**config.mk**
```make
export PLATFORM = sky130hd
export DESIGN_NAME = spectral_to_rgb_pixel
export DESIGN_NICKNAME = d
export VERILOG_FILES = /design/src/rtl/spr_pkg.sv /design/src/rtl/spr_front.sv /design/src/rtl/spr_queue.sv /design/src/rtl/spr_back.sv /design/src/rtl/spectral_to_rgb_pixel.sv
export SDC_FILE = /design/constraint.sdc
export NUM_CORES = 2
export LEC_CHECK = 0
export ABC_AREA = 1
export BUFFER_PORTS_ARGS = -buffer_cell sky130_fd_sc_hd__clkbuf_2
export CELL_PAD_IN_SITES_DETAIL_PLACEMENT = 0
export CELL_PAD_IN_SITES_GLOBAL_PLACEMENT = 1
export CORE_ASPECT_RATIO = 1.2
export CORE_UTILIZATION = 45
export CTS_CLUSTER_DIAMETER = 150
export DETAILED_ROUTE_END_ITERATION = 10
export GPL_TIMING_DRIVEN = 1
export PLACE_DENSITY_LB_ADDON = 0.1
export SETUP_SLACK_MARGIN = 0.2
export SYNTH_ARGS = -nofsm -noshare
export SYNTH_HDL_FRONTEND = slang
export SYNTH_SLANG_ARGS = --single-unit
export TNS_END_PERCENT = 20
```
**constraint.sdc**
```tcl
create_clock -name clk -period 6.41 [get_ports clk]
set_input_delay 0.3205 -clock clk [delete_from_list [all_inputs] [get_ports clk]]
set_output_delay 0.3205 -clock clk [all_outputs]
set_load 0.02 [all_outputs]
```
**src/rtl/spr_pkg.sv**
```systemverilog
// ----------------------------------------------------------------------------
// spr_pkg
// Shared constants, weight tables and types of the spectral-to-RGB pixel block.
// ----------------------------------------------------------------------------
package spr_pkg;

  localparam int BANDS_PER_PIXEL = 36;
  localparam int SAMPLE_BITS     = 16;
  localparam int SAMPLE_W        = 16;                  // port width
  localparam int TABLE_BANDS     = 36;                  // bands with CIE weights
  localparam int BAND_W          = $clog2(BANDS_PER_PIXEL);
  localparam int TIDX_W          = $clog2(TABLE_BANDS);
  localparam int WEIGHT_W        = 16;                  // Q0.16
  localparam int PROD_W          = SAMPLE_W + WEIGHT_W;
  localparam int ACC_W           = 40;
  localparam int HALF_W          = ACC_W / 2;
  localparam int MAT_W           = 19;                  // signed Q3.16
  localparam int MPROD_W         = MAT_W + HALF_W + 1;
  localparam int P_W             = 64;

  localparam logic [SAMPLE_W-1:0] SAMPLE_MASK = SAMPLE_W'((1 << SAMPLE_BITS) - 1);

  // sum of the Y column, millionths
  localparam longint unsigned YSUM = 64'd10685305;

  function automatic logic [WEIGHT_W-1:0] wq(input longint unsigned raw);
    return WEIGHT_W'((raw * 64'd65536 + YSUM / 2) / YSUM);
  endfunction

  localparam logic [WEIGHT_W-1:0] W_X [TABLE_BANDS] = '{
    wq(1368), wq(4243), wq(14310), wq(43510), wq(134380), wq(283900),
    wq(348280), wq(336200), wq(290800), wq(195360), wq(95640), wq(32010),
    wq(4900), wq(9300), wq(63270), wq(165500), wq(290400), wq(433450),
    wq(594500), wq(762100), wq(916300), wq(1026300), wq(1062200), wq(1002600),
    wq(854450), wq(642400), wq(447900), wq(283500), wq(164900), wq(87400),
    wq(46770), wq(22700), wq(11359), wq(5790), wq(2899), wq(1440)};

  localparam logic [WEIGHT_W-1:0] W_Y [TABLE_BANDS] = '{
    wq(39), wq(120), wq(396), wq(1210), wq(4000), wq(11600),
    wq(23000), wq(38000), wq(60000), wq(90980), wq(139020), wq(208020),
    wq(323000), wq(503000), wq(710000), wq(862000), wq(954000), wq(994950),
    wq(995000), wq(952000), wq(870000), wq(757000), wq(631000), wq(503000),
    wq(381000), wq(265000), wq(175000), wq(107000), wq(61000), wq(32000),
    wq(17000), wq(8210), wq(4102), wq(2091), wq(1047), wq(520)};

  localparam logic [WEIGHT_W-1:0] W_Z [TABLE_BANDS] = '{
    wq(6450), wq(20050), wq(67850), wq(207400), wq(645600), wq(1385600),
    wq(1747060), wq(1772110), wq(1669200), wq(1287640), wq(812950), wq(465180),
    wq(272000), wq(158200), wq(78250), wq(42160), wq(20300), wq(8750),
    wq(3900), wq(2100), wq(1650), wq(1100), wq(800), wq(340),
    wq(190), wq(50), wq(20), wq(0), wq(0), wq(0),
    wq(0), wq(0), wq(0), wq(0), wq(0), wq(0)};

  // XYZ-to-RGB, rounded half away from zero, rows R, G, B
  localparam logic signed [MAT_W-1:0] MAT [3][3] = '{
    '{19'sd201873, -19'sd100755, -19'sd35582},
    '{-19'sd60370, 19'sd122941,  19'sd2965},
    '{19'sd3466,   -19'sd13370,  19'sd75440}};

  typedef struct packed {
    logic [ACC_W-1:0] x;
    logic [ACC_W-1:0] y;
    logic [ACC_W-1:0] z;
  } xyz_t;

endpackage

```
**src/rtl/spr_front.sv**
```systemverilog
// ----------------------------------------------------------------------------
// spr_front
// Band counter and XYZ multiply-accumulate; pushes finished pixel sums.
// ----------------------------------------------------------------------------
module spr_front (
  input  logic                          clk,
  input  logic                          rst,
  input  logic [spr_pkg::SAMPLE_W-1:0]  sample,
  input  logic                          sample_valid,
  output logic                          sample_ready,
  output logic                          push_valid,
  input  logic                          push_ready,
  output spr_pkg::xyz_t                 push_data
);

  logic [spr_pkg::BAND_W-1:0]   band;
  logic                         s1_valid;
  logic                         s1_last;
  logic [spr_pkg::PROD_W-1:0]   px, py, pz;
  logic [spr_pkg::ACC_W-1:0]    acc_x, acc_y, acc_z;
  logic [spr_pkg::ACC_W-1:0]    sum_x, sum_y, sum_z;
  logic [spr_pkg::SAMPLE_W-1:0] s;
  logic [spr_pkg::WEIGHT_W-1:0] wx, wy, wz;
  logic                         last_band;
  logic                         in_table;
  logic                         advance;
  logic                         accept;

  assign s         = sample & spr_pkg::SAMPLE_MASK;
  assign last_band = band == spr_pkg::BAND_W'(spr_pkg::BANDS_PER_PIXEL - 1);
  assign in_table  = int'(band) < spr_pkg::TABLE_BANDS;

  // bands past the table carry zero weight
  assign wx = in_table ? spr_pkg::W_X[spr_pkg::TIDX_W'(band)] : '0;
  assign wy = in_table ? spr_pkg::W_Y[spr_pkg::TIDX_W'(band)] : '0;
  assign wz = in_table ? spr_pkg::W_Z[spr_pkg::TIDX_W'(band)] : '0;

  // product stage holds while a finished pixel waits for queue space
  assign advance      = !(s1_valid && s1_last && !push_ready);
  assign sample_ready = advance;
  assign accept       = sample_valid && advance;

  assign sum_x = acc_x + spr_pkg::ACC_W'(px);
  assign sum_y = acc_y + spr_pkg::ACC_W'(py);
  assign sum_z = acc_z + spr_pkg::ACC_W'(pz);

  assign push_valid  = s1_valid && s1_last;
  assign push_data.x = sum_x;
  assign push_data.y = sum_y;
  assign push_data.z = sum_z;

  always_ff @(posedge clk) begin
    if (rst) begin
      band     <= '0;
      s1_valid <= 1'b0;
      s1_last  <= 1'b0;
      acc_x    <= '0;
      acc_y    <= '0;
      acc_z    <= '0;
    end else if (advance) begin
      s1_valid <= accept;
      if (accept) begin
        px      <= s * wx;
        py      <= s * wy;
        pz      <= s * wz;
        s1_last <= last_band;
        band    <= last_band ? '0 : band + 1'b1;
      end
      if (s1_valid) begin
        if (s1_last) begin
          acc_x <= '0;
          acc_y <= '0;
          acc_z <= '0;
        end else begin
          acc_x <= sum_x;
          acc_y <= sum_y;
          acc_z <= sum_z;
        end
      end
    end
  end

endmodule

```
**src/rtl/spr_queue.sv**
```systemverilog
// ----------------------------------------------------------------------------
// spr_queue
// Two-entry queue of pixel XYZ sums between front and back.
// ----------------------------------------------------------------------------
module spr_queue (
  input  logic          clk,
  input  logic          rst,
  input  logic          push_valid,
  output logic          push_ready,
  input  spr_pkg::xyz_t push_data,
  output logic          pop_valid,
  input  logic          pop_ready,
  output spr_pkg::xyz_t pop_data
);

  spr_pkg::xyz_t mem [2];
  logic          wr_ptr;
  logic          rd_ptr;
  logic [1:0]    count;
  logic          do_push;
  logic          do_pop;

  assign push_ready = count != 2'd2;
  assign pop_valid  = count != 2'd0;
  assign pop_data   = mem[rd_ptr];
  assign do_push    = push_valid && push_ready;
  assign do_pop     = pop_valid && pop_ready;

  always_ff @(posedge clk) begin
    if (do_push) begin
      mem[wr_ptr] <= push_data;
    end
  end

  always_ff @(posedge clk) begin
    if (rst) begin
      wr_ptr <= 1'b0;
      rd_ptr <= 1'b0;
      count  <= 2'd0;
    end else begin
      if (do_push) wr_ptr <= !wr_ptr;
      if (do_pop)  rd_ptr <= !rd_ptr;
      case ({do_push, do_pop})
        2'b10:   count <= count + 2'd1;
        2'b01:   count <= count - 2'd1;
        default: count <= count;
      endcase
    end
  end

endmodule

```
**src/rtl/spr_back.sv**
```systemverilog
// ----------------------------------------------------------------------------
// spr_back
// Matrix stage: 18 pipelined 19x21 products into three channel bytes.
// ----------------------------------------------------------------------------
module spr_back (
  input  logic          clk,
  input  logic          rst,
  input  logic          pop_valid,
  output logic          pop_ready,
  input  spr_pkg::xyz_t pop_data,
  output logic [7:0]    red,
  output logic [7:0]    green,
  output logic [7:0]    blue,
  output logic          rgb_valid,
  input  logic          rgb_ready
);

  typedef enum logic [1:0] {IDLE, RUN, DONE} state_t;

  state_t                           state;
  spr_pkg::xyz_t                    acc;
  logic [1:0]                       row;
  logic [2:0]                       sub;      // 0..5: column = sub/2, half = sub[0]
  logic                             mul_on;
  logic signed [spr_pkg::MPROD_W-1:0] prod;
  logic                             prod_v;
  logic                             prod_hi;
  logic                             prod_last;
  logic [1:0]                       prod_row;
  logic                             fin_v;
  logic [1:0]                       fin_row;
  logic signed [spr_pkg::P_W-1:0]   p_acc;
  logic [7:0]                       ch [3];

  logic [1:0]                       col;
  logic [spr_pkg::ACC_W-1:0]        acc_sel;
  logic [spr_pkg::HALF_W-1:0]       half;
  logic signed [spr_pkg::P_W-1:0]   prod_ext;
  logic signed [spr_pkg::P_W-1:0]   term;
  logic signed [spr_pkg::P_W-1:0]   p_base;

  // floor((p*255 + 2^44) / 2^45) in 64-bit wrap, clamped; p <= 0 gives 0
  function automatic logic [7:0] to_byte(input logic signed [spr_pkg::P_W-1:0] p);
    logic [spr_pkg::P_W-1:0] t;
    logic [18:0]             q;
    t = (spr_pkg::P_W'(p) << 8) - spr_pkg::P_W'(p) + (64'd1 << 44);
    q = t[63:45];
    if (p[spr_pkg::P_W-1] || p == '0) return 8'd0;
    if (q > 19'd255) return 8'd255;
    return q[7:0];
  endfunction

  assign col = sub[2:1];
  always_comb begin
    case (col)
      2'd0:    acc_sel = acc.x;
      2'd1:    acc_sel = acc.y;
      default: acc_sel = acc.z;
    endcase
  end
  assign half = sub[0] ? acc_sel[spr_pkg::ACC_W-1:spr_pkg::HALF_W]
                       : acc_sel[spr_pkg::HALF_W-1:0];

  assign prod_ext = {{(spr_pkg::P_W - spr_pkg::MPROD_W){prod[spr_pkg::MPROD_W-1]}}, prod};
  assign term     = prod_hi ? (prod_ext <<< spr_pkg::HALF_W) : prod_ext;
  assign p_base   = fin_v ? '0 : p_acc;

  assign pop_ready = state == IDLE;

  always_ff @(posedge clk) begin
    if (rst) begin
      state     <= IDLE;
      mul_on    <= 1'b0;
      prod_v    <= 1'b0;
      fin_v     <= 1'b0;
      rgb_valid <= 1'b0;
      p_acc     <= '0;
      row       <= '0;
      sub       <= '0;
    end else begin
      // multiply step
      prod_v <= 1'b0;
      if (state == RUN && mul_on) begin
        prod      <= spr_pkg::MAT[row][col] * $signed({1'b0, half});
        prod_v    <= 1'b1;
        prod_hi   <= sub[0];
        prod_last <= sub == 3'd5;
        prod_row  <= row;
        if (sub == 3'd5) begin
          sub <= '0;
          row <= row + 2'd1;
          if (row == 2'd2) mul_on <= 1'b0;
        end else begin
          sub <= sub + 3'd1;
        end
      end

      // accumulate step; a row's sum restarts while the last one is rounded
      if (prod_v || fin_v) p_acc <= p_base + (prod_v ? term : '0);
      fin_v   <= prod_v && prod_last;
      fin_row <= prod_row;
      if (fin_v) ch[fin_row] <= to_byte(p_acc);

      if (rgb_valid && rgb_ready) rgb_valid <= 1'b0;

      unique case (state)
        IDLE: begin
          if (pop_valid) begin
            acc    <= pop_data;
            row    <= '0;
            sub    <= '0;
            mul_on <= 1'b1;
            state  <= RUN;
          end
        end
        RUN: begin
          if (fin_v && fin_row == 2'd2) state <= DONE;
        end
        DONE: begin
          if (!rgb_valid || rgb_ready) begin
            red       <= ch[0];
            green     <= ch[1];
            blue      <= ch[2];
            rgb_valid <= 1'b1;
            state     <= IDLE;
          end
        end
        default: state <= IDLE;
      endcase
    end
  end

endmodule

```
**src/rtl/spectral_to_rgb_pixel.sv**
```systemverilog
// ----------------------------------------------------------------------------
// spectral_to_rgb_pixel
// Band samples of one pixel in, one CIE 1931 based RGB byte triple out.
// ----------------------------------------------------------------------------
// Usage:
//   Input channel (sample, sample_valid/sample_ready) takes one band sample
//   per item, bands 380 nm to 730 nm in order, 36 items per pixel.
//   Output channel (red/green/blue, rgb_valid/rgb_ready) gives one item per
//   pixel, after its last band.
// Throughput: one sample item per cycle while no pixel waits for queue space.
//   The back end takes one pixel at a time; its single 19x21 multiplier steps
//   18 partial products (3 rows x 3 columns x 2 halves of each 40-bit sum).
// Path: last-band product registers, queue entry, back-end operand, product,
//   row-sum and channel registers, then the output register with rgb_valid.
// Stall: a waiting result sits in the output register; the back end keeps
//   working into its channel registers, and a two-entry queue holds further
//   pixel sums. Only with all of that full does sample_ready drop, and then
//   only at a pixel's last band.
// Reset: rst (synchronous) clears the band counter, the sums, the queue and
//   the output valid; the next sample is band 0 of a new pixel.
// ----------------------------------------------------------------------------
module spectral_to_rgb_pixel (
  input  logic                         clk,
  input  logic                         rst,
  input  logic [spr_pkg::SAMPLE_W-1:0] sample,
  input  logic                         sample_valid,
  output logic                         sample_ready,
  output logic [7:0]                   red,
  output logic [7:0]                   green,
  output logic [7:0]                   blue,
  output logic                         rgb_valid,
  input  logic                         rgb_ready
);

  // front -> queue
  logic          push_valid;
  logic          push_ready;
  spr_pkg::xyz_t push_data;

  // queue -> back
  logic          pop_valid;
  logic          pop_ready;
  spr_pkg::xyz_t pop_data;

  // band counter and XYZ multiply-accumulate, one sample per cycle while no finished pixel waits for queue space
  spr_front u_front (
    .clk          (clk),
    .rst          (rst),
    .sample       (sample),
    .sample_valid (sample_valid),
    .sample_ready (sample_ready),
    .push_valid   (push_valid),
    .push_ready   (push_ready),
    .push_data    (push_data)
  );

  // decouples the per-sample front from the per-pixel matrix stage
  spr_queue u_queue (
    .clk        (clk),
    .rst        (rst),
    .push_valid (push_valid),
    .push_ready (push_ready),
    .push_data  (push_data),
    .pop_valid  (pop_valid),
    .pop_ready  (pop_ready),
    .pop_data   (pop_data)
  );

  // XYZ-to-RGB matrix, rounding, clamp and output register
  spr_back u_back (
    .clk       (clk),
    .rst       (rst),
    .pop_valid (pop_valid),
    .pop_ready (pop_ready),
    .pop_data  (pop_data),
    .red       (red),
    .green     (green),
    .blue      (blue),
    .rgb_valid (rgb_valid),
    .rgb_ready (rgb_ready)
  );

endmodule

```
==> summary.md <==
| Metric | Value |
|---|---|
| Global-route wire length before repair | 421000 um |
| Clock Power Share | 9.0% |
| Dominant cells by area after synthesis | edfxtp_1, fa_1, ha_1 |
| Reg2Reg Setup Slack | -400 ps |
| Pin count of the biggest net entering global routing | 122 |
| Final TNS setup | -12160 ps |
| Chip Height | 463 um |
| Fill cells | 16.8k |
| Critical path class | reg -> reg |
| Iteration-0 DRC Markers | 4224 |
| Vias | 68.7k |
| Via density | 5.20 |
| Failing checks | setup timing |
| DP Cell Count | 13.0k |
| CTS tree | yes |
| Final Hold Viols | 0 |
| Logic pwr share | 76.9% |
| Final net count | 12.4k |
| Post-synth design cell area | 0.0797 mm^2 |
| Detail Placement HPWL | 231000 um |
| Relative slew slack | 21.8% |
| Reg2reg start | u_back.sub[2] |
| Critical Path RT | 6810 ps |
| Fin crit share | 106% |
| Most common cell in the netlist | nand2_1 |
| Port Buffer Count | 45 |
| Worst min path class | in -> reg |
| I/O Pins | 46 |
| H-tree depth | 3 |
| P per Cell Area | 547 mW/mm^2 |
| Clock transition at path regs | 70 ps |
| CTS buffer count | 78 |
| GR Util All Layers | 31.3% |
| Synth-to-layout area growth | 19.3% |
| Switch share | 45.2% |
| Layout cells sized above 1 | 16.4% |
| Critical path capture point type | register |
| Max VDD drop | 2.24 mV |
| Sequential cell fraction of total power | 14.1% |
| Die X-Extent | 386 um |
| Placeable Area | 0.175 mm^2 |
| Clk_lat worst skew | 700 ps |
| Ys async rst share | 0% |
| # rows | 168 |
| DP Area | 0.0898 mm^2 |
| Yosys reg bits | 755 |
| RSZ-0062 raised after global routing | yes |
| Synth top cells by count | nand2_1, inv_1, nor2_1 |
| Syn Nets | 11.6k |
| Synth top area share | 20.6% |
| Worst EP arrival | 7210 ps |
| CTS max path bufs | 3 |
| Final wirelength | 278000 um |
| First drt pass iteration count | 6 |
| Sequential area share after synthesis | 25.8% |
| Min Tclk post-route | 6810 ps |
| Max-slew violation count | 0 |
| Fin area | 0.0951 mm^2 |
| Crit Path Max Fanout | 5 |
| Lkg Pwr | 46.0 nW |
| CP startpoint kind | register |
| NetSw | 23.5 mW |
| Die ar. | 0.179 mm^2 |
| Cell taking the most area after synthesis | edfxtp_1 |
| Synth warn | 0 |
| Initial antenna violation count | 2 |
| Pin slew with the least headroom to its limit | 1170 ps |
| Outcome | finished, violations left |
| Critical Path Start | u_back.sub[2] |
| RR Endpoint | u_back.prod[30] |
| Setup WS post-layout | -403 ps |
| Final Skew | 51.9 ps |
| Syn Area/Cell | 7.91 um^2 |
| Cells after Synth | 10.1k |
| Max-cap violations | 0 |
| Worst Setup EP | u_back.prod[30] |
| Initial core utilization | 45.5% |
| Final count of negative-setup-slack endpoints | 68 |
| Antenna-violating nets left | 0 |
| Power Internal | 28.5 mW |
| Routed len/inst | 21.1 um |
| EDFF count, synth | 548 |
| RePlAce Congestion | 1.01 |
| Worst Reg-to-Reg Cells | 27 |
| Vias in the first global route | 71.3k |
| Distinct cells, synth | 68 |
| Clock sink count | 755 |
| Ys flop type | edfxtp_1 |
| FMAX | 147 MHz |
| Final cell count without fillers | 13.2k |
| Total gr overflow | 0 |
| DR DRC count | 0 |
| Root buffer cell | clkbuf_16 |
==> layout make-up <==
| type | instances | area (um^2) | area share (%) |
|---|---|---|---|
| clock inverters | 41 | 515 | 0.542 |
| repair inverters | 3 | 41.3 | 0.0434 |
| inverters | 1876 | 7140 | 7.51 |
| well taps | 2295 | 2870 | 3.02 |
| clock buffers | 104 | 2110 | 2.22 |
| flip-flops and latches | 755 | 20600 | 21.7 |
| diodes | 1 | 2.50 | 0.00263 |
| repair buffers | 965 | 7990 | 8.40 |
| multi-input cells | 7173 | 53800 | 56.6 |
==> placed cells by master (no fill, tap or decap), types with 21 or more instances in the layout <==
cell / n
inv_1: 1740
edfxtp_1: 548
o21bai_1: 25
fa_2: 60
buf_6: 61
a21oi_2: 53
buf_12: 45
clkinv_1: 21
o21ai_0: 244
nand4_1: 58
xor2_1: 136
a21oi_1: 578
nand2_1: 2322
inv_2: 89
nor3_1: 55
nand3_1: 261
buf_4: 807
nor2_1: 1118
a31oi_1: 29
ha_1: 683
nor4_1: 21
a21o_1: 50
clkbuf_16: 80
o21ai_2: 26
o21a_1: 27
nor2_2: 64
and2_1: 29
o211ai_1: 30
xnor2_1: 65
clkbuf_2: 44
ha_4: 72
nand2_2: 101
o21ai_1: 52
dfxtp_1: 198
nor2_4: 33
fa_1: 725
==> per-layer routing <==
metal  part of all wire, %  global-route usage (%)  wire (um)
met1                    39                    35.9     108000
met2                    50                    55.5     139000
met3                   3.9                    2.84      10800
met4                   7.3                    19.4      20400
met5                     0                       0          0
==> registers in the layout, summed over array words and instances (netlist names), 2 cells and up <==
name / cells
u_queue.mem: 240
u_back.acc: 120
u_back.p_acc: 64
u_back.prod: 40
u_front.acc_x: 40
u_front.acc_y: 40
u_front.acc_z: 40
u_front.pz: 32
u_front.px: 31
u_front.py: 31
u_back.ch: 24
blue: 8
green: 8
red: 8
u_front.band: 6
u_back.sub: 3
u_back.fin_row: 2
u_back.prod_row: 2
u_back.row: 2
u_back.state: 2
u_queue.count: 2
==> worst min path at each step <==
| stage | start | end | slack [ps] | cells after the start |
|---|---|---|---|---|
| 2_1_floorplan | u_back.ch[2][0] | blue[0] | 400 | 0 |
| 3_3_place_gp | u_back.ch[2][3] | blue[3] | 400 | 0 |
| 3_5_place_dp | u_back.ch[1][0] | green[0] | 400 | 0 |
| 4_1_cts | sample[0] | u_front.px[0] | 210 | 4 |
| 5_1_grt | sample[0] | u_front.px[0] | 240 | 4 |
| 6_report | sample[0] | u_front.pz[0] | 260 | 4 |
==> power by group through the flow <==
stage / logic [mW] / registers (mW) / clock network [mW]
detailed placement: 34.8 / 7.40 / 0
finish: 40.0 / 7.31 / 4.67
floorplan: 20.0 / 7.14 / 0
global route: 43.9 / 7.32 / 4.96
global placement: 34.5 / 7.40 / 0
CTS: 38.7 / 7.30 / 4.78
==> cells by family after synthesis <==
logic type	synth area share [%]
and+or+nand+nor	21.1
adders and majority gates	31.7
buffers and inverters	10.2
xor gates and xnor gates	2.37
AOI/OAI and AO/OA	8.81
DFF	25.8
==> per-stage QoR <==
| step | util, % | total power, mW | setup WS (ps) | hold slack [ps] |
|---|---|---|---|---|
| after floorplan | - | 27.1 | -56.9 | 400 |
| final | 54.2 | 52.0 | -403 | 260 |
| after global routing | 54.2 | 56.2 | -584 | 244 |
| after global placement | 51.2 | 41.9 | -680 | 402 |
| after detailed placement | 51.2 | 42.2 | -710 | 405 |
| after CTS | 53.7 | 50.8 | -340 | 207 |
==> critical path, cell delays in order (launching register included) <==
cell,delay [ps]
dfxtp_2,340
buf_6,120
nor2_4,150
buf_12,130
clkinv_4,70
buf_4,150
o221ai_1,210
nand2_1,170
inv_1,110
nand2_1,70
fa_1,500
fa_1,500
inv_1,50
fa_1,520
fa_1,450
fa_1,510
fa_1,500
inv_1,50
fa_1,550
inv_2,50
ha_4,280
nand2_4,40
buf_4,140
nor2_4,110
inv_1,60
o21a_1,220
o311ai_2,320
xor2_1,110
==> repair_timing <==
action | CTS | global route
buffers inserted | 43 | 19
hold buffers | 3 | 0
endpoints found under the hold margin | 8 | 0
endpoints found under the setup margin | 95 | 96
gates resized for setup | 358 | 188
pin swaps | 145 | 129
cloned | 3 | 1
Power figures use the tool's default switching activity.
